==> src/design/gbaq_pkg.sv <==
`timescale 1ns / 1ps
// ----------------------------------------------------------------------------
// gbaq_pkg
// shared types and constants for the gas baseline air quality classifier
// ----------------------------------------------------------------------------
package gbaq_pkg;

    // field widths of the beats
    localparam int CMD_W      = 2;
    localparam int GAS_W      = 24;
    localparam int RATIO_W    = 16;
    localparam int LEVEL_W    = 3;
    localparam int CFG_W      = 16;
    localparam int CFG_IDX_W  = 2;

    // commands
    localparam logic [CMD_W-1:0] CMD_TICK    = 2'd0;
    localparam logic [CMD_W-1:0] CMD_SAMPLE  = 2'd1;
    localparam logic [CMD_W-1:0] CMD_RESTART = 2'd2;

    // register indexes
    localparam logic [CFG_IDX_W-1:0] REG_WARMUP = 2'd0;
    localparam logic [CFG_IDX_W-1:0] REG_WEIGHT = 2'd1;

    // register reset values
    localparam logic [CFG_W-1:0] WARMUP_RESET = 16'd1800;
    localparam logic [CFG_W-1:0] WEIGHT_RESET = 16'd655;

    // ratio thresholds, q4.12 (0.9, 1.1, 1.5)
    localparam logic [RATIO_W-1:0] RATIO_MAX    = 16'hFFFF;
    localparam logic [RATIO_W-1:0] THR_CLEAN    = 16'd3686;
    localparam logic [RATIO_W-1:0] THR_NORMAL   = 16'd4506;
    localparam logic [RATIO_W-1:0] THR_POLLUTED = 16'd6144;
    localparam int                 RATIO_FRAC   = 12;

    // quality levels
    localparam logic [LEVEL_W-1:0] LVL_WARMUP    = 3'd0;
    localparam logic [LEVEL_W-1:0] LVL_CLEAN     = 3'd1;
    localparam logic [LEVEL_W-1:0] LVL_NORMAL    = 3'd2;
    localparam logic [LEVEL_W-1:0] LVL_POLLUTED  = 3'd3;
    localparam logic [LEVEL_W-1:0] LVL_VPOLLUTED = 3'd4;

    typedef struct packed {
        logic [CMD_W-1:0] cmd;
        logic [GAS_W-1:0] gas_ohms;
    } gbaq_in_t;

    typedef struct packed {
        logic               ready_res;
        logic [RATIO_W-1:0] ratio_q412;
        logic [LEVEL_W-1:0] quality_level;
    } gbaq_out_t;

endpackage

==> src/design/gas_baseline_air_quality_classifier.sv <==
`timescale 1ns / 1ps
// ----------------------------------------------------------------------------
// gas_baseline_air_quality_classifier
// ema gas-resistance baseline with baseline/sample ratio and quality level
// ----------------------------------------------------------------------------
// usage
//   s_* channel: one beat per command (tick, gas sample, restart). ticks,
//   restarts and unused commands complete in the accept cycle and give no
//   result beat. each gas sample gives exactly one m_* result beat.
//   cfg_* channel: register writes (warmup seconds, ema weight), always ready;
//   the user must write them only while the block is idle (not enforced).
// sample processing
//   a gas sample runs one subtract for the step magnitude (two when the
//   sample is below the baseline), a 16-step shift-add multiply by the
//   weight, one update add, a 17-step restoring divide, and a load of the
//   output register. all steps but the load run through the single shared
//   adder, so s_ready is low while a sample is in flight; the next beat is
//   taken once the result has been loaded. a sample during warmup skips
//   the math and goes straight to the output register load.
// reset / stall
//   aresetn (sync, active low) clears the counter, baseline and handshake
//   state and restores the register defaults. a result waits in the output
//   register while m_ready is low; ticks are still accepted meanwhile, but
//   the next sample stalls in its final cycle until the result is taken.
// ----------------------------------------------------------------------------
module gas_baseline_air_quality_classifier
    import gbaq_pkg::*;
#(
    parameter int RESISTANCE_BITS = 24,
    parameter int FRACTION_BITS   = 16
) (
    input  logic                 aclk,
    input  logic                 aresetn,

    input  logic                 s_valid,
    output logic                 s_ready,
    input  gbaq_in_t             s_data,

    output logic                 m_valid,
    input  logic                 m_ready,
    output gbaq_out_t            m_data,

    input  logic                 cfg_valid,
    output logic                 cfg_ready,
    input  logic [CFG_IDX_W-1:0] cfg_index,
    input  logic [CFG_W-1:0]     cfg_data
);

    // baseline width, shared unit width (product of baseline and weight)
    localparam int BW   = RESISTANCE_BITS + FRACTION_BITS;
    localparam int UW   = BW + CFG_W;
    // alignment of the divide operands to a q4.12 quotient
    localparam int SH_N = (FRACTION_BITS < RATIO_FRAC) ? (RATIO_FRAC - FRACTION_BITS) : 0;
    localparam int SH_D = (FRACTION_BITS > RATIO_FRAC) ? (FRACTION_BITS - RATIO_FRAC) : 0;
    localparam int QW   = RATIO_W + 1;
    localparam int CW   = 5;

    localparam logic [CW-1:0] MUL_FIRST = CW'(CFG_W - 1);
    localparam logic [CW-1:0] DIV_FIRST = CW'(QW - 1);

    localparam logic [2:0] ST_IDLE = 3'd0;
    localparam logic [2:0] ST_DIFF = 3'd1;
    localparam logic [2:0] ST_NEG  = 3'd2;
    localparam logic [2:0] ST_MUL  = 3'd3;
    localparam logic [2:0] ST_UPD  = 3'd4;
    localparam logic [2:0] ST_DIV  = 3'd5;
    localparam logic [2:0] ST_OUT  = 3'd6;

    // control state
    logic [2:0]                 state_reg, state_next;
    logic [CFG_W-1:0]           sec_reg, sec_next;
    logic                       bvalid_reg, bvalid_next;
    logic [BW-1:0]              base_reg, base_next;
    logic [CFG_W-1:0]           warmup_reg, warmup_next;
    logic [CFG_W-1:0]           weight_reg, weight_next;
    logic                       m_valid_reg, m_valid_next;

    // datapath
    logic [RESISTANCE_BITS-1:0] gas_reg, gas_next;
    logic [UW-1:0]              opa_reg, opa_next;   // product acc / remainder
    logic [UW-1:0]              opb_reg, opb_next;   // step magnitude / divisor
    logic [QW-1:0]              q_reg, q_next;
    logic [CW-1:0]              cnt_reg, cnt_next;
    logic                       neg_reg, neg_next;
    logic                       ok_reg, ok_next;
    gbaq_out_t                  out_reg, out_next;

    // shared unit
    logic [UW-1:0]              unit_a, unit_b, unit_sum;
    logic                       unit_sub, unit_carry;

    logic [UW-1:0]              sample_ext, base_ext;
    logic [RATIO_W-1:0]         ratio;
    logic [LEVEL_W-1:0]         level;
    gbaq_out_t                  res;

    gbaq_addsub #(
        .WIDTH (UW)
    ) u_addsub (
        .a     (unit_a),
        .b     (unit_b),
        .sub   (unit_sub),
        .sum   (unit_sum),
        .carry (unit_carry)
    );

    assign s_ready   = (state_reg == ST_IDLE);
    assign cfg_ready = 1'b1;
    assign m_valid   = m_valid_reg;
    assign m_data    = out_reg;

    assign sample_ext = UW'({gas_reg, {FRACTION_BITS{1'b0}}});
    assign base_ext   = UW'(base_reg);

    // saturation covers ratio >= 16.0 and a zero sample
    always_comb begin
        if (q_reg[QW-1] || (gas_reg == '0)) begin
            ratio = RATIO_MAX;
        end else begin
            ratio = q_reg[RATIO_W-1:0];
        end
        if (ratio < THR_CLEAN) begin
            level = LVL_CLEAN;
        end else if (ratio < THR_NORMAL) begin
            level = LVL_NORMAL;
        end else if (ratio < THR_POLLUTED) begin
            level = LVL_POLLUTED;
        end else begin
            level = LVL_VPOLLUTED;
        end
        if (ok_reg) begin
            res.ready_res     = 1'b1;
            res.ratio_q412    = ratio;
            res.quality_level = level;
        end else begin
            res.ready_res     = 1'b0;
            res.ratio_q412    = '0;
            res.quality_level = LVL_WARMUP;
        end
    end

    always_comb begin
        state_next   = state_reg;
        sec_next     = sec_reg;
        bvalid_next  = bvalid_reg;
        base_next    = base_reg;
        warmup_next  = warmup_reg;
        weight_next  = weight_reg;
        m_valid_next = m_valid_reg;
        gas_next     = gas_reg;
        opa_next     = opa_reg;
        opb_next     = opb_reg;
        q_next       = q_reg;
        cnt_next     = cnt_reg;
        neg_next     = neg_reg;
        ok_next      = ok_reg;
        out_next     = out_reg;
        unit_a       = '0;
        unit_b       = '0;
        unit_sub     = 1'b0;

        // register writes
        if (cfg_valid) begin
            case (cfg_index)
                REG_WARMUP: warmup_next = cfg_data;
                REG_WEIGHT: weight_next = cfg_data;
                default: ;
            endcase
        end

        // result beat taken
        if (m_valid_reg && m_ready) begin
            m_valid_next = 1'b0;
        end

        case (state_reg)
            ST_IDLE: begin
                if (s_valid) begin
                    case (s_data.cmd)
                        CMD_TICK: begin
                            if (sec_reg != '1) begin
                                sec_next = sec_reg + CFG_W'(1);
                            end
                        end
                        CMD_RESTART: begin
                            sec_next    = '0;
                            bvalid_next = 1'b0;
                            base_next   = '0;
                        end
                        CMD_SAMPLE: begin
                            gas_next = RESISTANCE_BITS'(s_data.gas_ohms);
                            if (bvalid_reg) begin
                                ok_next    = 1'b1;
                                state_next = ST_DIFF;
                            end else if (sec_reg >= warmup_reg) begin
                                // first sample after warmup seeds the baseline
                                base_next   = {RESISTANCE_BITS'(s_data.gas_ohms),
                                               {FRACTION_BITS{1'b0}}};
                                bvalid_next = 1'b1;
                                ok_next     = 1'b1;
                                state_next  = ST_DIFF;
                            end else begin
                                ok_next    = 1'b0;
                                state_next = ST_OUT;
                            end
                        end
                        default: ;
                    endcase
                end
            end
            ST_DIFF: begin
                unit_a   = sample_ext;
                unit_b   = base_ext;
                unit_sub = 1'b1;
                if (unit_carry) begin
                    opb_next   = unit_sum;
                    neg_next   = 1'b0;
                    opa_next   = '0;
                    cnt_next   = MUL_FIRST;
                    state_next = ST_MUL;
                end else begin
                    state_next = ST_NEG;
                end
            end
            ST_NEG: begin
                unit_a     = base_ext;
                unit_b     = sample_ext;
                unit_sub   = 1'b1;
                opb_next   = unit_sum;
                neg_next   = 1'b1;
                opa_next   = '0;
                cnt_next   = MUL_FIRST;
                state_next = ST_MUL;
            end
            ST_MUL: begin
                // msb-first shift-add over the weight bits
                unit_a   = opa_reg << 1;
                unit_b   = weight_reg[cnt_reg[3:0]] ? opb_reg : '0;
                opa_next = unit_sum;
                if (cnt_reg == '0) begin
                    state_next = ST_UPD;
                end else begin
                    cnt_next = cnt_reg - CW'(1);
                end
            end
            ST_UPD: begin
                unit_a     = base_ext;
                unit_b     = opa_reg >> CFG_W;
                unit_sub   = neg_reg;
                base_next  = BW'(unit_sum);
                opa_next   = UW'(BW'(unit_sum)) << SH_N;
                opb_next   = UW'(gas_reg) << (SH_D + RATIO_W);
                q_next     = '0;
                cnt_next   = DIV_FIRST;
                state_next = ST_DIV;
            end
            ST_DIV: begin
                // restoring divide, one quotient bit per cycle
                unit_a   = opa_reg;
                unit_b   = opb_reg;
                unit_sub = 1'b1;
                if (unit_carry) begin
                    opa_next = unit_sum;
                end
                q_next   = {q_reg[QW-2:0], unit_carry};
                opb_next = opb_reg >> 1;
                if (cnt_reg == '0) begin
                    state_next = ST_OUT;
                end else begin
                    cnt_next = cnt_reg - CW'(1);
                end
            end
            ST_OUT: begin
                if (!m_valid_reg || m_ready) begin
                    out_next     = res;
                    m_valid_next = 1'b1;
                    state_next   = ST_IDLE;
                end
            end
            default: begin
                state_next = ST_IDLE;
            end
        endcase
    end

    always_ff @(posedge aclk) begin
        if (!aresetn) begin
            state_reg   <= ST_IDLE;
            sec_reg     <= '0;
            bvalid_reg  <= 1'b0;
            base_reg    <= '0;
            warmup_reg  <= WARMUP_RESET;
            weight_reg  <= WEIGHT_RESET;
            m_valid_reg <= 1'b0;
        end else begin
            state_reg   <= state_next;
            sec_reg     <= sec_next;
            bvalid_reg  <= bvalid_next;
            base_reg    <= base_next;
            warmup_reg  <= warmup_next;
            weight_reg  <= weight_next;
            m_valid_reg <= m_valid_next;
        end
    end

    always_ff @(posedge aclk) begin
        gas_reg <= gas_next;
        opa_reg <= opa_next;
        opb_reg <= opb_next;
        q_reg   <= q_next;
        cnt_reg <= cnt_next;
        neg_reg <= neg_next;
        ok_reg  <= ok_next;
        out_reg <= out_next;
    end

endmodule

==> src/design/gbaq_addsub.sv <==
`timescale 1ns / 1ps
// ----------------------------------------------------------------------------
// gbaq_addsub
// shared wide adder / subtractor with carry out (no-borrow flag on subtract)
// ----------------------------------------------------------------------------
module gbaq_addsub #(
    parameter int WIDTH = 56
) (
    input  logic [WIDTH-1:0] a,
    input  logic [WIDTH-1:0] b,
    input  logic             sub,
    output logic [WIDTH-1:0] sum,
    output logic             carry
);

    logic [WIDTH-1:0] b_op;

    assign b_op = sub ? ~b : b;
    assign {carry, sum} = {1'b0, a} + {1'b0, b_op} + (WIDTH + 1)'(sub);

endmodule

==> config.mk <==
export PLATFORM = sky130hd
export DESIGN_NAME = gas_baseline_air_quality_classifier
export DESIGN_NICKNAME = d
export VERILOG_FILES = /design/src/design/gbaq_pkg.sv /design/src/design/gas_baseline_air_quality_classifier.sv /design/src/design/gbaq_addsub.sv
export SDC_FILE = /design/constraint.sdc
export NUM_CORES = 1
export LEC_CHECK = 0
export BUFFER_PORTS_ARGS = -buffer_cell sky130_fd_sc_hd__buf_2
export CAP_MARGIN = 20
export CORE_MARGIN = 1
export CORE_UTILIZATION = 50
export DETAILED_ROUTE_END_ITERATION = 10
export PLACE_DENSITY = 0.74
export SYNTH_ARGS = -nofsm -noshare
export SYNTH_HDL_FRONTEND = slang
export SYNTH_HIERARCHICAL = 1
export SYNTH_SLANG_ARGS = --single-unit
==> constraint.sdc <==
create_clock -name aclk -period 25.5 [get_ports aclk]
set_clock_uncertainty 0.05 [all_clocks]
set_input_delay 7.65 -clock aclk [delete_from_list [all_inputs] [get_ports aclk]]
set_output_delay 7.65 -clock aclk [all_outputs]
set_load 0.01 [all_outputs]
==> After elaboration in Yosys (flattened, before gate mapping) <==
Index checks and enable logic that the tools add are counted.
{ "word_totals": {"ff_bits": 273, "latchBits": 0, "ram_bits": 0, "rom_bits": 0, "out_inout_bits": 23, "elab_cells": 130, "n_memories": 0} }
{ "op_classes": {"add_sub_neg": 4, "n_mul": 0, "div_mod_pow": 0, "order_cmp": 5, "eq_ne": 22, "shifts": 0, "mux": 44, "bitwise_logic": 2, "n_reduce_logical": 34} }
{ "ops": {"columns": ["operator", "count"], "rows": [
  ["$pmux 56 s5", 2],
  ["$pmux 56 s4", 2],
  ["$mux 56", 4],
  ["$pmux 40 s2", 2],
  ["$mux 40", 3],
  ["$add 56x56->57", 1],
  ["$add 57x1->57", 1],
  ["$not 56->56", 1],
  ["$pmux 17 s2", 1],
  ["$lt 16x13->1 const B", 2],
  ["$mux 16", 2],
  ["$pmux 16 s2", 1],
  ["$mux 3", 10],
  ["$logic_not 24->1", 1],
  ["$pmux 3 s7", 1],
  ["$mux 20", 1],
  ["$pmux 5 s4", 1],
  ["$add 16x1->16 const B", 1],
  ["$ge 16x16->1", 1],
  ["$lt 16x12->1 const B", 1],
  ["$ne 16x16->1 const B", 1],
  ["$ne 2x2->1 const B", 8],
  ["$reduce_and 3->1", 4],
  ["$mux 5", 2],
  ["other kinds (28)", 57]
]} }

==> Longest topological paths before layout <==
Gate-level depths: netlist of the first run.
{ "depth": {"depth_word": 10, "ltp_mapped": 25} }

==> Modules after synthesis <==
Netlist of the first run, hierarchy kept.
{ "modules_own_cells": {"columns": ["mod", "n_inst", "cells_per_inst", "area_each_um2", "seq_area_each_um2"], "rows": [
  ["gas_baseline_air_quality_classifier", 1, 1406, 14118.5, 7267.0],
  ["gbaq_addsub", 1, 550, 3895.0, 0.0]
]} }

==> Worst setup path before layout of the first run <==
OpenSTA, ideal clock, no wires.
{ "synth_path": {"path_type": "input to register", "startpoint": "input port s_data[25] (netlist bit)", "endpoint": "register gas_reg[0], enable pin", "setup_ps": 384, "arrival_time_ps": 9119, "required_ps": 25066, "slack_ps": 15947, "path_stages": 5, "path_buffers": 2, "path_cell_list": "inv_1 > ha_1 > clkbuf_1 > clkbuf_1 > and3_1"} }
{ "synth_via": {"elab_chain_cells": 2} }
{ "synth_rtl": {"columns": ["element", "line", "rtl"], "rows": [
  ["from (decl)", "gas_baseline_air_quality_classifier.sv:37", "input gbaq_in_t s_data,"],
  ["$eq 2x1->1", "gas_baseline_air_quality_classifier.sv:179", "case (s_data.cmd)"],
  ["$reduce_and 3->1 (no line)", null, null],
  ["to (signal assigned)", "gas_baseline_air_quality_classifier.sv:307", "gas_reg <= gas_next;"],
  ["to (decl)", "gas_baseline_air_quality_classifier.sv:79", "logic [RESISTANCE_BITS-1:0] gas_reg, gas_next;"]
]} }
Every way passes these cells.
A chain may end at the register's enable or synchronous reset.

==> Worst setup path after layout of the first run <==
{ "layout_path": {"startpoint": "input port s_data[25] (netlist bit)", "endpoint": "register base_reg[37]"} }
{ "layout_via": {"elab_chain_cells": 4, "elab_cells_between_ends": 9} }
{ "layout_rtl": {"columns": ["element", "line", "rtl"], "rows": [
  ["$eq 2x1->1 / $eq 2x2->1 (equally long branches)", "gas_baseline_air_quality_classifier.sv:179", null],
  ["$pmux 40 s2", "gas_baseline_air_quality_classifier.sv:179", null],
  ["$mux 40", "gas_baseline_air_quality_classifier.sv:178", "if (s_valid) begin"],
  ["$pmux 40 s2", "gas_baseline_air_quality_classifier.sv:176", "case (state_reg)"],
  ["to (signal assigned)", "gas_baseline_air_quality_classifier.sv:299", "base_reg <= base_next;"],
  ["to (decl)", "gas_baseline_air_quality_classifier.sv:73", "logic [BW-1:0] base_reg, base_next;"]
]} }
Several ways; a longest one is shown, not always the timed one. The select of a mux whose other input is x is not followed.

==> out/summary.txt, run 1 <==
nets@finish = 2073
clock power share = 0.143
number of enable flip-flop cells after synthesis = 180
max cap viols = 0
final setup violation count = 0
clk slew on worst S/H paths = 0.06 ns
Logic pwr share = 0.559
GRT Overall Usage = 0.2908
Tmin final = 10.23 ns
Port Buffer Count = 70
cts hold-fix bufs = 0
commonest non-fill, non-tap cell in the layout = nand2_1
initial antenna violation count = 2
sequential share of power = 0.298
Worst setup EP type = register
crit-path max FO = 29
Worst EP required = 25.95 ns
n_diodes = 0
most frequent cells in the layout = nand2_1, edfxtp_1, a21oi_1
vias per inst = 6.429
Sw Ratio = 0.4807
Num CTS Buffers = 30
clock tree from TritonCTS = built
Arr. time, crit path = 10.68 ns
postcts setup bufs = 0
Synth-to-Final Area Change = 8.807%
pwr dens = 149.8 nW/um2
RSZ-0062 raised after global routing = false
Die X = 191.8 um
die area = 36790 um2
final slew viol count = 0
drt wl/cell = 22.16 um
Rel. slew slack = 0.3347
top-area cell type share of the netlist area = 0.3001
Final Cycle Share = 0.4010
Iter 0 DRT Violations = 2035
antenna viol nets, final = 0
DRT Pass-1 Iters = 7
HP Class = register to register
total core area = 35480 um2
final setup TNS = 0 ns
Gate Count Post-Synth = 1956
synthesized area = 18010 um2
grt total ovfl = 0
top cell type by total area after synthesis = edfxtp_1
count of different cell masters after synthesis = 90
Die Y = 191.8 um
top cells by area, synth = edfxtp_1, dfxtp_1, ha_1
Async SR Flop Fraction = 0
dpl cells = 2373
final cell count without fillers = 2432
Worst Setup Start Kind = primary input
final hold vios = 0
FF+latch count, synth = 273
Crit Path Class = primary input to register
fmax = 97.80 MHz
detailed-route via count = 15.64k
routability cong. = 0.9726
average size of a mapped cell = 9.209 um2
clock sinks = 273
Clock Tree Buf Depth = 3
ys flop type = edfxtp_1
Initial Util = 0.5077
sequential area share after synthesis = 0.4034
vias in the first global route = 14.60k
Synthesized Nets = 2082
P_sw = 0.001411 W
# rows = 69
hpwl dp = 37870 um
I/O Pins = 72
Yosys warning total = 6
Worst VDD drop = 0.08433 mV
Detailed Route WL = 53890 um
Worst-Margin Slew = 0.9980 ns
# DRC = 0
pin count of the biggest net entering global routing = 75
first-pass GRT wire length = 83660 um
root buffer cell = clkbuf_16
static leakage = 7.717 nW
Pint = 0.001525 W
H-tree Lvls = 1
share of layout cells above drive strength 1 = 0.09437
number of gates resized after CTS = 0
outcome = completed
Clock Latency Late Sink = 0.62 ns
==> cell usage after synthesis, types with 5 or more instances <==
master	number
and3_1	28
a31oi_1	9
nor4_1	9
a22oi_1	24
xnor2_1	44
a22o_1	52
a21oi_1	162
a21boi_0	5
nand3_1	58
nand4_1	23
ha_1	76
o21ai_0	77
edfxtp_1	180
o211ai_1	11
clkbuf_1	103
or3_1	10
buf_1	20
o22ai_1	44
nor2_1	140
or2_2	5
a221o_1	24
xor2_1	77
dfxtp_1	93
nand2_1	197
a211oi_1	34
nor3_1	13
and2_1	77
inv_1	57
mux2i_1	74
nor2b_1	24
a21o_1	31
o21bai_1	15
a222oi_1	16
buf_6	7
nand2b_1	10
a311oi_1	24
o21a_1	15
==> power by group through the flow <==
stage / combinational [W] / clock (W) / sequential [W]
floorplan: 0.00122 / 0 / 0.000798
global placement: 0.00155 / 0 / 0.000869
detailed placement: 0.00158 / 0 / 0.000873
CTS: 0.00159 / 0.000427 / 0.000866
global route: 0.00177 / 0.000444 / 0.000884
finish: 0.00164 / 0.000421 / 0.000875
==> metal layers <==
| metal | vias up | share of wire | track usage |
|---|---|---|---|
| met3 | 114 | 0.099 | 0.06633 |
| met1 | 7524 | 0.44 | 0.4110 |
| li1 | 7244 | - | - |
| met4 | 2 | 0.030 | 0.08700 |
| met5 | - | 0.00015 | 0 |
| met2 | 752 | 0.43 | 0.4404 |
==> cells by family after synthesis <==
group | Yosys count | synth area share
other cells | 1 | 0.0002082
fa+ha+maj | 77 | 0.05390
compound gates | 586 | 0.2230
mux | 80 | 0.04841
buf+inv | 202 | 0.04723
xor+xnor | 121 | 0.05883
flops | 273 | 0.4034
simple gates | 616 | 0.1650
==> layout make-up <==
class / instances / area, um2
Fill cell: 3171 / 15880
Inverter: 60 / 225.2
Timing Repair Buffer: 101 / 606.8
Sequential cell: 273 / 7273
Clock buffer: 43 / 820.8
Multi-Input combinational cell: 1481 / 9982
Tap cell: 461 / 576.8
Clock inverter: 13 / 115.1
==> critical path, cell delays in order <==
cell,delay [ns]
buf_2,0.11
inv_1,0.07
ha_1,0.81
nor2_1,0.10
o21ai_0,0.20
clkinv_1,0.61
a21o_1,0.69
a311oi_1,0.43
==> per-stage QoR <==
stage	area, um2	hold slack [ns]	util	total power [W]	setup WS (ns)
2_1_floorplan	18010	0.3815	-	0.002021	15.95
3_3_place_gp	18620	0.3915	0.5247	0.002416	14.85
3_5_place_dp	18620	0.4000	0.5247	0.002450	14.68
4_1_cts	19550	0.4081	0.5511	0.002880	15.32
5_1_grt	19600	0.4183	0.5524	0.003093	15.04
6_report	19600	0.4077	0.5524	0.002936	15.27
==> path summary, 6_finish.rpt <==
| path | slack, ns | endpoint | depth (start not counted) | startpoint |
|---|---|---|---|---|
| max | 15.27 | base_reg[37]$_SDFFE_PN0P_ | 8 | s_data[25] |
| min | 0.41 | warmup_reg[11]$_SDFFE_PN0P_ | 2 | warmup_reg[11]$_SDFFE_PN0P_ |
| max reg2reg | 17.38 | opa_reg[8]$_DFFE_PP_ | 22 | state_reg[2]$_SDFFE_PN0P_ |
| min reg2reg | 0.41 | warmup_reg[11]$_SDFFE_PN0P_ | 2 | warmup_reg[11]$_SDFFE_PN0P_ |
Note: power is estimated with default switching activity, not from simulation.
==> run 2: changes to the inputs <==
- ABC_AREA: not set -> 1
- clock period: 25.5 -> 10.6 ns (I/O delays scaled with it)
==> run 2 against run 1 <==
Compared with the run above:
- cell count rose by 40%
- wire length rose by 17%
- hold slack improved by 0.0049 ns
- global-route usage rose by 1.9 points
- first-iteration DRC count rose by 29%
- combinational power rose by 100%
- non-clock buffer count fell by 12
- die area rose by 8.9%
- count of clock-buffer cells in the layout fell by 4
- largest cell class unchanged
==> out/summary.txt, run 2 <==
Synth-to-Final Area Change = 7.903%
ys flop type = edfxtp_1
synthesized area = 19630 um2
clock tree from TritonCTS = built
hold path startpoint = warmup_reg[6]$_SDFFE_PN0P_
Gate Count Post-Synth = 2848
Num CTS Buffers = 26
final hold vios = 0
average size of a mapped cell = 6.893 um2
Rel. slew slack = 0.3065
r2r startpoint = state_reg[2]$_SDFFE_PN0P_
FF+latch count, synth = 273
vias per inst = 5.597
P_sw = 0.003061 W
initial antenna violation count = 2
Crit Path Class = register to register
CP peak stage delay = 0.81 ns
Logic pwr share = 0.534
Tmin final = 6.286 ns
clock power share = 0.153
Port Buffer Count = 70
max cap viols = 0
sequential share of power = 0.313
Final Cycle Share = 0.5931
crit-path max FO = 51
postcts setup bufs = 0
cts hold-fix bufs = 0
dpl cells = 3346
commonest non-fill, non-tap cell in the layout = nand2_1
top cells by area, synth = edfxtp_1, nand2_1, dfxtp_1
Layout fillers = 3725
final setup TNS = 0 ns
clk slew on worst S/H paths = 0.07 ns
delay-heaviest family, CP = buffers and inverters
H-tree Lvls = 1
final slew viol count = 0
number of enable flip-flop cells after synthesis = 180
clock sinks = 273
pin count of the biggest net entering global routing = 81
most frequent cells in the layout = nand2_1, inv_1, nor2_1
Arr. time, crit path = 6.44 ns
count of different cell masters after synthesis = 53
FF-to-FF path depth = 24
final cell count without fillers = 3396
final setup violation count = 0
Iter 0 DRT Violations = 2620
fmax = 159.1 MHz
pwr dens = 294.8 nW/um2
detailed-route via count = 19.01k
Detailed Route WL = 62780 um
Hold Path Sink = warmup_reg[6]$_SDFFE_PN0P_
Clock Latency Late Sink = 0.55 ns
I/O Pins = 72
root buffer cell = clkbuf_16
Clock Tree Buf Depth = 3
nets@finish = 2983
top cell type by total area after synthesis = edfxtp_1
vias in the first global route = 17.66k
Sw Ratio = 0.4901
Worst path most repeated cell = nand2_1
Synth top cells by count = nand2_1, inv_1, nor2_1
die area = 40060 um2
# rows = 72
drt wl/cell = 18.49 um
first-pass GRT wire length = 98180 um
Worst VDD drop = 0.1797 mV
slowest cell on the critical path = a21oi_4
Pint = 0.003184 W
Die Y = 200.2 um
Worst-Margin Slew = 1.039 ns
routability cong. = 1.142
hpwl dp = 48090 um
GRT Overall Usage = 0.3101
total core area = 38650 um2
R2R Setup Slk = 4.31 ns
Die X = 200.2 um
RSZ-0062 raised after global routing = false
Worst Hold Depth = 2
CP Buf/Inv Count = 6
# DRC = 0
DRT Pass-1 Iters = 8
Worst Setup Start Kind = register
number of gates resized after CTS = 0
sequential area share after synthesis = 0.3701
outcome = completed
top-area cell type share of the netlist area = 0.2753
Synthesized Nets = 2974
static leakage = 10.19 nW
HP Class = register to register
Yosys warning total = 6
FF-to-FF End = opa_reg[49]$_DFFE_PP_
antenna viol nets, final = 0
Worst EP required = 10.75 ns
Async SR Flop Fraction = 0
grt total ovfl = 0
Initial Util = 0.5080
WP depth = 24
most frequent cell after synthesis = nand2_1
share of layout cells above drive strength 1 = 0.07160
crit-path cells = inv_1 > nor2_4 > buf_4 > nor2_1 > inv_1 > buf_4 > nand2_1 > o21ai_0 > nand2_1 > nand2_2 > fa_1 > nand3_1 > nand3_1 > nand2_1 > nand2_1 > nand3_1 > nand2_1 > nand2_1 > nand2_1 > nand2_1 > nand2_1 > inv_1 > a21oi_4 > buf_4
Worst setup EP type = register
[run 2: changes by cell type after synthesis, sizes merged, moves of 35 or more]
cell and delta:
nand2 +638, inv +442, nor2 +219, and2 -75, mux2i -74, nand3 +63
clkbuf -56, a22o -52, xnor2 -39, a211oi -35
[run 2: cell type report]
type                    count  area (um2)  area share
clock buffers              39       802.0     0.03786
flip-flops and latches    273        7267      0.3430
repair buffers             89       505.5     0.02386
clock inverters             9       81.33    0.003839
multi-input cells        1966        9995      0.4718
diodes                      1       2.502   0.0001181
well taps                 518       648.1     0.03059
inverters                 501        1883     0.08889
[run 2: metal layers]
| metal | track usage | part of all wire |
|---|---|---|
| met1 | 0.4342 | 0.42 |
| met2 | 0.4831 | 0.43 |
| met3 | 0.05841 | 0.11 |
| met4 | 0.09780 | 0.032 |
| met5 | 0 | 0.00021 |
[run 2: power by group through the flow]
stage	clock network [W]	logic, W	registers, W
finish	0.000958	0.00333	0.00195
detailed placement	0	0.00318	0.00196
floorplan	0	0.00230	0.00186
CTS	0.000962	0.00321	0.00193
global placement	0	0.00314	0.00195
global route	0.00101	0.00363	0.00198
[run 2: per-stage QoR]
stage	util	power [W]	hold WS [ns]	setup WS, ns	instance area, um2
floorplan	-	0.004155	0.3744	4.126	19630
global placement	0.5247	0.005083	0.4044	4.683	20280
detailed placement	0.5247	0.005136	0.4089	4.513	20280
CTS	0.5476	0.006110	0.4186	4.458	21160
global route	0.5481	0.006611	0.4415	3.897	21180
finish	0.5481	0.006246	0.4127	4.314	21180
[run 2: logic make-up (layout without fill, tap and decap cells)]
family	after synthesis	after routing	synth area share
fa+ha+maj	77	77	0.04946
other cells	1	2	0.0001910
simple gates	1392	1392	0.2914
xor+xnor	92	92	0.04104
buf+inv	609	638	0.1235
flops	273	273	0.3701
compound gates	404	404	0.1242
[run 2: tightest hold or removal path: stages (launching register included)]
cell	delay (ns)
dfxtp_1	0.30
inv_1	0.06
a21oi_1	0.06
[run 2: how the worst max path moves through the flow]
| stage | start | to | slack, ns |
|---|---|---|---|
| after global placement | state_reg[2]$_SDFFE_PN0P_ | opa_reg[55]$_DFFE_PP_ | 4.68 |
| after detailed placement | state_reg[2]$_SDFFE_PN0P_ | opa_reg[52]$_DFFE_PP_ | 4.51 |
| final | state_reg[2]$_SDFFE_PN0P_ | opa_reg[49]$_DFFE_PP_ | 4.31 |
| after floorplan | state_reg[1]$_SDFFE_PN0P_ | opa_reg[0]$_DFFE_PP_ | 4.13 |
| after global routing | state_reg[2]$_SDFFE_PN0P_ | opa_reg[53]$_DFFE_PP_ | 3.90 |
| after CTS | state_reg[2]$_SDFFE_PN0P_ | opa_reg[49]$_DFFE_PP_ | 4.46 |
